==> config.mk <==
export PLATFORM = sky130hd
export DESIGN_NAME = dual_channel_estop_monitor
export DESIGN_NICKNAME = d
export VERILOG_FILES = /design/src/design/dcem_pkg.sv /design/src/design/dual_channel_estop_monitor.sv
export SDC_FILE = /design/constraint.sdc
export NUM_CORES = 1
export LEC_CHECK = 0
export ABC_AREA = 0
export CORE_UTILIZATION = 55
export CTS_CLUSTER_SIZE = 12
export DETAILED_ROUTE_END_ITERATION = 7
export DONT_BUFFER_PORTS = 1
export GPL_ROUTABILITY_DRIVEN = 0
export PLACE_DENSITY = 0.73
export SETUP_SLACK_MARGIN = 0.2
export SLEW_MARGIN = 20
export SYNTH_ARGS = -nofsm -noshare
export SYNTH_HDL_FRONTEND = slang
export SYNTH_SLANG_ARGS = --single-unit
export TNS_END_PERCENT = 5
==> constraint.sdc <==
create_clock -name clk -period 4.19 [get_ports clk]
set_clock_uncertainty 0.2 [all_clocks]
set_input_delay 0.838 -clock clk [delete_from_list [all_inputs] [get_ports clk]]
set_output_delay 0.838 -clock clk [all_outputs]
set_load 0.01 [all_outputs]
==> src/design/dcem_pkg.sv <==
// dcem_pkg: shared types and constants for the dual channel e-stop monitor
// no dependencies; imported by dual_channel_estop_monitor
package dcem_pkg;

  localparam int COUNT_WIDTH    = 32;
  localparam int DEBOUNCE_WIDTH = 16;
  localparam int CFG_ADDR_WIDTH = 4;
  localparam int CFG_DATA_WIDTH = 32;

  localparam logic [DEBOUNCE_WIDTH-1:0] DEBOUNCE_RESET = DEBOUNCE_WIDTH'(50);

  typedef enum logic [1:0] {
    REG_DUAL_MODE  = 2'd0,
    REG_AUTO_REARM = 2'd1,
    REG_DEBOUNCE   = 2'd2
  } cfg_reg_t;

  typedef enum logic [2:0] {
    ST_SAFE      = 3'b001,
    ST_TRIPPED   = 3'b010,
    ST_RESETTING = 3'b100
  } mode_state_t;

  localparam logic [1:0] MODE_SAFE      = 2'd0;
  localparam logic [1:0] MODE_TRIPPED   = 2'd1;
  localparam logic [1:0] MODE_RESETTING = 2'd2;

  typedef enum logic [2:0] {
    OUT_NONE     = 3'd0,
    OUT_ACCEPTED = 3'd1,
    OUT_REFUSED  = 3'd2,
    OUT_REARMED  = 3'd3,
    OUT_FAILED   = 3'd4
  } reset_outcome_t;

  typedef struct packed {
    logic chan_a_level;
    logic chan_b_level;
    logic force_trip;
    logic reset_request;
    logic clear_fault_cmd;
    logic clear_counts_cmd;
  } in_item_t;

  typedef struct packed {
    logic [1:0]             mode_now;
    logic                   fault_code;
    logic [COUNT_WIDTH-1:0] trip_total;
    logic [COUNT_WIDTH-1:0] fault_total;
    logic                   trip_event;
    logic                   fault_event;
    logic [2:0]             reset_outcome;
  } out_item_t;

  function automatic logic [1:0] mode_code(mode_state_t st);
    logic [1:0] code;
    unique case (st)
      ST_TRIPPED:   code = MODE_TRIPPED;
      ST_RESETTING: code = MODE_RESETTING;
      default:      code = MODE_SAFE;
    endcase
    return code;
  endfunction

  function automatic logic [COUNT_WIDTH-1:0] sat_inc(logic [COUNT_WIDTH-1:0] v);
    return (&v) ? v : v + COUNT_WIDTH'(1);
  endfunction

endpackage

==> src/design/dual_channel_estop_monitor.sv <==
// dual_channel_estop_monitor: two-channel emergency stop supervisor, one tick per request
// depends on dcem_pkg for payload structs, state and outcome codes
//
// Each input request is one sampling tick. The block takes a request in every cycle
// in which in_stall is low: the new state and the result are computed in one pass of
// combinational logic from the state registers and the request, and both land in
// the same clock edge, so a result appears in the cycle after its request is taken.
// The result register holds a result while out_stall is high; in_stall is raised only
// while a result is waiting and the output side stalls. Configuration (dual mode, auto
// rearm, debounce ticks) is written via the APB-style port at byte addresses 0, 4, 8;
// the user must write it only with no request in flight; the block does not enforce it.
module dual_channel_estop_monitor (
  input  logic                                clk,
  input  logic                                rst_n,
  input  logic                                in_valid,
  output logic                                in_stall,
  input  dcem_pkg::in_item_t                  in_data,
  output logic                                out_valid,
  input  logic                                out_stall,
  output dcem_pkg::out_item_t                 out_data,
  input  logic                                cfg_psel,
  input  logic                                cfg_penable,
  input  logic                                cfg_pwrite,
  input  logic [dcem_pkg::CFG_ADDR_WIDTH-1:0] cfg_paddr,
  input  logic [dcem_pkg::CFG_DATA_WIDTH-1:0] cfg_pwdata,
  output logic [dcem_pkg::CFG_DATA_WIDTH-1:0] cfg_prdata,
  output logic                                cfg_pready
);
  import dcem_pkg::*;

  logic                      dual_mode_r;
  logic                      auto_rearm_r;
  logic [DEBOUNCE_WIDTH-1:0] debounce_ticks_r;
  cfg_reg_t                  cfg_idx;
  logic                      cfg_wr;

  mode_state_t               mode_r, mode_nxt;
  logic                      fault_r, fault_nxt;
  logic [COUNT_WIDTH-1:0]    trip_cnt_r, trip_cnt_nxt;
  logic [COUNT_WIDTH-1:0]    fault_cnt_r, fault_cnt_nxt;
  logic [DEBOUNCE_WIDTH-1:0] debounce_r, debounce_nxt;

  logic                      out_valid_r;
  out_item_t                 out_data_r, out_data_nxt;

  logic                      in_take;
  logic                      a_safe, b_safe, both_safe, ch_trip, mismatch;
  logic                      trip_ev, fault_ev;
  reset_outcome_t            outcome;

  // configuration port
  assign cfg_pready = 1'b1;
  assign cfg_idx    = cfg_reg_t'(cfg_paddr[3:2]);
  assign cfg_wr     = cfg_psel && cfg_penable && cfg_pwrite;

  always_comb begin
    unique case (cfg_idx)
      REG_DUAL_MODE:  cfg_prdata = CFG_DATA_WIDTH'(dual_mode_r);
      REG_AUTO_REARM: cfg_prdata = CFG_DATA_WIDTH'(auto_rearm_r);
      REG_DEBOUNCE:   cfg_prdata = CFG_DATA_WIDTH'(debounce_ticks_r);
      default:        cfg_prdata = '0;
    endcase
  end

  always_ff @(posedge clk) begin
    if (!rst_n) begin
      dual_mode_r      <= 1'b0;
      auto_rearm_r     <= 1'b0;
      debounce_ticks_r <= DEBOUNCE_RESET;
    end else if (cfg_wr) begin
      unique case (cfg_idx)
        REG_DUAL_MODE:  dual_mode_r      <= cfg_pwdata[0];
        REG_AUTO_REARM: auto_rearm_r     <= cfg_pwdata[0];
        REG_DEBOUNCE:   debounce_ticks_r <= cfg_pwdata[DEBOUNCE_WIDTH-1:0];
        default: ;
      endcase
    end
  end

  // handshake
  assign in_stall = out_valid_r && out_stall;
  assign in_take  = in_valid && !in_stall;

  // one tick of the monitor
  assign a_safe    = in_data.chan_a_level;
  assign b_safe    = in_data.chan_b_level;
  assign both_safe = a_safe && b_safe;
  assign ch_trip   = dual_mode_r ? (!a_safe && !b_safe) : (!a_safe || !b_safe);
  assign mismatch  = dual_mode_r && (a_safe != b_safe);

  always_comb begin
    trip_cnt_nxt  = in_data.clear_counts_cmd ? '0 : trip_cnt_r;
    fault_cnt_nxt = in_data.clear_counts_cmd ? '0 : fault_cnt_r;
    fault_nxt     = in_data.clear_fault_cmd ? 1'b0 : fault_r;
    mode_nxt      = mode_r;
    debounce_nxt  = debounce_r;
    outcome       = OUT_NONE;
    trip_ev       = 1'b0;
    fault_ev      = 1'b0;

    unique case (mode_r)
      ST_RESETTING: begin
        if (debounce_r != '0) begin
          debounce_nxt = debounce_r - DEBOUNCE_WIDTH'(1);
        end else if (both_safe) begin
          mode_nxt  = ST_SAFE;
          fault_nxt = 1'b0;
          outcome   = OUT_REARMED;
        end else begin
          mode_nxt = ST_TRIPPED;
          outcome  = OUT_FAILED;
        end
      end
      default: begin
        if (in_data.reset_request) begin
          if (both_safe) begin
            mode_nxt     = ST_RESETTING;
            debounce_nxt = debounce_ticks_r;
            outcome      = OUT_ACCEPTED;
          end else begin
            outcome = OUT_REFUSED;
          end
        end
      end
    endcase

    if (in_data.force_trip || (ch_trip && mode_nxt == ST_SAFE)) begin
      mode_nxt     = ST_TRIPPED;
      debounce_nxt = '0;
      trip_cnt_nxt = sat_inc(trip_cnt_nxt);
      trip_ev      = 1'b1;
    end else if (!ch_trip && mode_nxt == ST_TRIPPED && auto_rearm_r) begin
      mode_nxt = ST_SAFE;
    end

    if (mismatch) begin
      fault_nxt     = 1'b1;
      fault_cnt_nxt = sat_inc(fault_cnt_nxt);
      fault_ev      = 1'b1;
    end

    out_data_nxt.mode_now      = mode_code(mode_nxt);
    out_data_nxt.fault_code    = fault_nxt;
    out_data_nxt.trip_total    = trip_cnt_nxt;
    out_data_nxt.fault_total   = fault_cnt_nxt;
    out_data_nxt.trip_event    = trip_ev;
    out_data_nxt.fault_event   = fault_ev;
    out_data_nxt.reset_outcome = outcome;
  end

  always_ff @(posedge clk) begin
    if (!rst_n) begin
      mode_r      <= ST_SAFE;
      fault_r     <= 1'b0;
      trip_cnt_r  <= '0;
      fault_cnt_r <= '0;
      debounce_r  <= '0;
    end else if (in_take) begin
      mode_r      <= mode_nxt;
      fault_r     <= fault_nxt;
      trip_cnt_r  <= trip_cnt_nxt;
      fault_cnt_r <= fault_cnt_nxt;
      debounce_r  <= debounce_nxt;
    end
  end

  always_ff @(posedge clk) begin
    if (!rst_n) begin
      out_valid_r <= 1'b0;
    end else if (in_take) begin
      out_valid_r <= 1'b1;
    end else if (!out_stall) begin
      out_valid_r <= 1'b0;
    end
  end

  always_ff @(posedge clk) begin
    if (in_take) begin
      out_data_r <= out_data_nxt;
    end
  end

  assign out_valid = out_valid_r;
  assign out_data  = out_data_r;

  // checks
  a_force_trips: assert property (@(posedge clk) disable iff (!rst_n)
    in_take && in_data.force_trip |=> out_valid && out_data.trip_event
      && out_data.mode_now == MODE_TRIPPED)
    else $error("forced trip did not produce a tripped result");

  a_fault_latched: assert property (@(posedge clk) disable iff (!rst_n)
    out_valid && out_data.fault_event |-> out_data.fault_code)
    else $error("fault event without latched fault code");

  a_accept_mode: assert property (@(posedge clk) disable iff (!rst_n)
    out_valid && out_data.reset_outcome == OUT_ACCEPTED |->
      out_data.mode_now == MODE_RESETTING || out_data.trip_event)
    else $error("accepted reset request left monitor outside resetting");

  a_state_sync: assert property (@(posedge clk) disable iff (!rst_n)
    $past(in_take) && rst_n && $past(rst_n) |-> out_data.mode_now == mode_code(mode_r)
      && out_data.trip_total == trip_cnt_r)
    else $error("result register disagrees with monitor state");

endmodule
==> impl_metrics.toml, run 1 <==
[grt]
use_met2 = 0.416
grt_util_met1 = 0.355
track_usage = 0.263
grt_pass1_vias = 7433
grt.busiest_layer = "met2"
grt_pass1_wl_mm = 37.8
grt.overflow.total = 0
gr-usage-met3 = 0.0616
grt_antenna_before_repair = 0
grt_max_degree = 87

[setup_path]
path_class = "reg -> reg"
crit_fanout = 33
cp_slowest_cell = "nor3_4"
rr_startpoint = "mode_r[1]"
path_cells = "nor3b_4, buf_4, nand4_2, nor3_4, o21bai_4, buf_16, or4_1, a31oi_1"
worstReg2RegEnd = "trip_cnt_r[13]"
cp.buffers_inverters = 2
cp.required_ns = 4.36
slowest_delay_ns = 0.52
cp.arrival_ns = 3.33
cp_num_cells = 8
startpoint_type = "register"
cp-end-kind = "register"
cp_top_family = "simple AND/OR/NAND/NOR gates"
r2r_cells = 8
r2r_setup_slack_ns = 1.03
worstSetupStartpoint = "mode_r[1]"
setup.worst_path.end = "trip_cnt_r[13]"

[floorplanning]
coreArea_sq_um = 17200
dieArea_sq_um = 18100
fp.dieW_um = 134
start_util = 0.559
die_y_um = 134
ios = 156
num_rows = 48

[cts]
clk_path_buf_depth = 2
clock-sinks = 175
clk_latency_ns = 0.44
cts_buffers = 17
cts_tree = "done"
cts_resized = 0
htreeDepth = 4
cts-root-buf = "clkbuf_16"
clk_pin_slew_worst_paths_ns = 0.07
post-cts-setup-buffers = 0
hold_buffers = 0

[sta]
worstMarginPinSlew_ns = 0.789
fin_hold_ws_ns = 0.266
period_needed_ns = 3.16
hold_viol = 0
finalSetupTns_ns = 0
setup_viol_count_final = 0
rsz0062_at_grt = "false"
fin_crit_sh = 0.755
max_freq_mhz = 316
finalMaxSlewViolations = 0
max_slew_margin = 0.474

[pwr]
leakage_uw = 0.00342
power_density_nw_per_um2 = 355
ir_drop_uv = 296

[yosys]
synth.largest_area_cell = "edfxtp_1"
async_reset_ff_frac = 0
seq_area_frac_synth = 0.438
syn-cell-area_sq_um = 9640
synth.area.top_cells = "edfxtp_1, dfxtp_1, nand2_1"
synthCells = 1117
yosys_warnings = 0
yosysTopAreaCellShare = 0.224
synth_edf_count = 72
ys_types = 77
synth_ff_type = "dfxtp_1"
synth-seq-cells = 175
syn_area_per_cell_sq_um = 8.63

[detailed_routing]
routed_wl_mm = 23.3
num_vias = 8320
remaining_drc_errors = 0
dr.first_iter.drc_count = 771
final_antenna_net_count = 0
dr.pass1.iters = 5
wire_per_inst_um = 17.7
viasPerCell = 6.31

[placement]
place_area_sq_um = 9730
io_buffers = 0
dp_hpwl_mm = 15.1

[finish]
layout_commonest_cell = "nand2_1"
drive_gt1_frac = 0.0622
seqCellArea_sq_um = 4220
layout_common_cells = "nand2_1, dfxtp_1, a21oi_1, edfxtp_1"
fillerInstances = 1469
final_area_sq_um = 10300
multiInputGateArea_sq_um = 5010
syn2layout_area_growth_pct = 7.20
antenna_cells = 0
nets = 1136

[job]
maxCapViolations = 0

[hold_path]
hp-class = "reg -> reg"

[status]
status = "finished, final reports clean"
cell families (layout without fill, tap and decap cells):
logic type	after synthesis	after routing	share of synthesized area
AOI/OAI and AO/OA	230	230	0.151
and+or+nand+nor	542	542	0.301
muxes	14	14	0.0148
adders and majority gates	6	6	0.00779
DFF	175	175	0.438
other	2	17	0.000779
buffers and inverters	107	69	0.0500
xor gates and xnor gates	41	41	0.0372
stage by stage:
step | setup WS [ns] | util | std cells | total power (uW)
2_1_floorplan | 0.281 | - | 1132 | 2100
3_3_place_gp | 0.667 | 0.565 | 1286 | 2130
3_5_place_dp | 0.620 | 0.565 | 1286 | 2140
4_1_cts | 1.03 | 0.598 | 1318 | 3680
5_1_grt | 0.830 | 0.600 | 1319 | 3790
6_report | 1.03 | 0.600 | 1319 | 3670
worst min-delay path, cell delays in order, from the launching register on:
cell,delay (ns)
dfxtp_1,0.32
nand2_1,0.05
a21oi_1,0.05
state kept, by name, indices dropped and copies added (netlist names):
register	flops
auto_rearm_r	1
debounce_r	16
debounce_ticks_r	16
dual_mode_r	1
fault_cnt_r	32
fault_r	1
mode_r	3
out_data	72
out_valid	1
trip_cnt_r	32
cells in the mapped netlist (all sizes together), types with 8 or more instances:
master	count
nor2	55
and4	11
nand3	54
a31oi	37
xor2	9
xnor2	32
o41ai	8
o211ai	11
mux2i	12
or3	31
and2	20
nand2	172
nor3	33
or4	33
dfxtp	103
nor2b	41
nand4	30
inv	15
buf	34
and3	17
a21oi	72
edfxtp	72
nor4	13
o2111ai	10
o21ai	49
clkbuf	57
power by group:
part	internal, uW	switching (uW)	leakage [uW]
registers	1820	46.6	0.00155
logic	67.3	171	0.00159
clock network	919	640	0.000281
metal layers:
metal	vias up	routed length, um
met2	321	10700
met5	-	0
met3	34	1660
met1	3932	10500
met4	0	432
li1	4033	-
worst min path at each step:
stage / from / end / depth (start not counted)
after floorplan: fault_cnt_r[25] / fault_cnt_r[25] / 2
after global placement: fault_cnt_r[25] / fault_cnt_r[25] / 2
after detailed placement: fault_cnt_r[25] / fault_cnt_r[25] / 2
after CTS: fault_cnt_r[25] / fault_cnt_r[25] / 2
after global routing: rst_n / mode_r[0] / 1
final: fault_cnt_r[25] / fault_cnt_r[25] / 2
cell type report:
class | count | share of cell area
inverters | 16 | 0.00605
well taps | 225 | 0.0272
clock inverters | 4 | 0.00484
clock buffers | 28 | 0.0511
flip-flops and latches | 175 | 0.409
repair buffers | 21 | 0.0172
multi-input cells | 850 | 0.485
Note: power is estimated with default switching activity, not from simulation.
==> run 2, diff against run 1 <==
==> constraint.sdc (replaced) <==
create_clock -name clk -period 2.75 [get_ports clk]
set_clock_uncertainty 0.2 [all_clocks]
set_input_delay 0.55 -clock clk [delete_from_list [all_inputs] [get_ports clk]]
set_output_delay 0.55 -clock clk [all_outputs]
set_load 0.01 [all_outputs]
==> run 2 against run 1 <==
Effect of this change:
- count of clock-buffer cells in the layout fell by 3
- sequential cell count unchanged
- sequential power rose by 52%
- register-to-register slack got worse by 0.88 ns
- cell count increased by 7.7%
- power grew 50%
- routed wire length up 9.6%
- fmax increased by 22%
- utilization is 5.2 points higher
- critical path depth rose by 1
- clock power up 40%
- largest cell class unchanged
- highest routed layer unchanged
==> impl_metrics.toml, run 2 (synthesis results as in run 1) <==
[finish]
drive_gt1_frac = 0.164
final_area_sq_um = 11200
syn2layout_area_growth_pct = 16.5
layout_common_cells = "nand2_1, buf_4, dfxtp_1, a21oi_1, edfxtp_1"
largest_reg_flops = 72
layout_commonest_cell = "nand2_1"
antenna_cells = 0
nets = 1237

[sta]
rsz0062_at_grt = "true"
fin_ws_ns = 0.151
finalMaxSlewViolations = 0
setup_viol_count_final = 0
max_slew_margin = 0.537
hold_viol = 0
max_freq_mhz = 385
period_needed_ns = 2.60
worstMarginPinSlew_ns = 0.692
fin_crit_sh = 0.945

[cts]
clk_latency_ns = 0.43
clock-sinks = 175
htreeDepth = 4
cts_tree = "done"
clk_pin_slew_worst_paths_ns = 0.06
cts-root-buf = "clkbuf_16"
clk_path_buf_depth = 2
cts_buffers = 17

[setup_path]
cp.arrival_ns = 2.75
cp.required_ns = 2.90
path_class = "reg -> reg"
crit_fanout = 7
cp-end-kind = "register"
startpoint_type = "register"

[grt]
grt_pass1_vias = 8044
grt_pass1_wl_mm = 39.8
grt_max_degree = 87
grt.overflow.total = 0
track_usage = 0.277
grt_antenna_before_repair = 0

[placement]
io_buffers = 0
place_area_sq_um = 10500
dp_hpwl_mm = 16.6
place_ws_ns = -0.145

[floorplanning]
dieArea_sq_um = 18100
num_rows = 48
start_util = 0.559
ios = 156
coreArea_sq_um = 17200
fp.dieW_um = 134
die_y_um = 134

[detailed_routing]
dr.pass1.iters = 5
remaining_drc_errors = 0
routed_wl_mm = 25.5
wire_per_inst_um = 18.0
final_antenna_net_count = 0
viasPerCell = 6.27
num_vias = 8902
dr.first_iter.drc_count = 804

[job]
maxCapViolations = 0

[pwr]
power_density_nw_per_um2 = 489
leakage_uw = 0.00396
ir_drop_uv = 410

[status]
status = "finished, final reports clean"

[hold_path]
hp-class = "in -> reg"
## run 2: cell count changes in the layout (fill, tap and decap cells not counted), sizes merged
cell    before  now
buf         21  119
bufinv       1    0
clkinv       1    6
inv         17   16
## run 2: layer usage
| metal | up-vias | part of all wire | GRT usage |
|---|---|---|---|
| li1 | 4234 | - | - |
| met2 | 362 | 0.48 | 0.454 |
| met4 | 0 | 0.021 | 0.110 |
| met5 | - | 0 | 0 |
| met3 | 49 | 0.070 | 0.0582 |
| met1 | 4257 | 0.43 | 0.357 |
## run 2: what timing repair did
action                     in CTS  in global routing
setup endpoints to repair      56                119
pin swaps                       3                 15
buffers inserted                2                  5
gates cloned                    0                  4
hold buffers                    0                  0
resized for setup               5                 25
## run 2: cell type report
cell class | count | area (sq um)
Clock inverter | 7 | 42.5
Tap cell | 225 | 282
Inverter | 16 | 65.1
Fill cell | 1395 | 6000
Clock buffer | 25 | 475
Timing Repair Buffer | 122 | 997
Multi-Input combinational cell | 850 | 5140
Sequential cell | 175 | 4230
## run 2: where the power goes
group / switching (uW) / leakage (uW) / internal, uW
sequential: 66.7 / 0.00155 / 2780
clock: 984 / 0.000255 / 1200
combinational: 300 / 0.00216 / 173
## run 2: critical path, cell delays in order (launching register included)
cell	delay [ns]
dfxtp_4	0.36
inv_4	0.06
ha_4	0.11
nor4b_4	0.22
nand4_2	0.16
nor3_4	0.33
o21bai_4	0.19
clkbuf_16	0.20
or4_1	0.51
a31oi_1	0.17
## run 2: through the flow
stage	cells	setup TNS (ns)	util	hold WS (ns)	power, uW
detailed placement	1377	-3.18	0.608	0.257	3320
finish	1420	0	0.652	0.0352	5500
global route	1420	0	0.652	0.00631	5660
global placement	1377	-2.99	0.608	0.250	3310
CTS	1411	0	0.640	0.00980	5480
floorplan	1132	-29.17	-	0.241	3220
## run 2: path summary, 6_finish.rpt
| check | start | endpoint | slack (ns) | cells past startpoint |
|---|---|---|---|---|
| setup reg to reg | debounce_r[1] | trip_cnt_r[5] | 0.15 | 9 |
| hold reg to reg | fault_cnt_r[29] | fault_cnt_r[29] | 0.27 | 2 |
| hold / removal | rst_n | mode_r[0] | 0.04 | 1 |
| setup / recovery | debounce_r[1] | trip_cnt_r[5] | 0.15 | 9 |
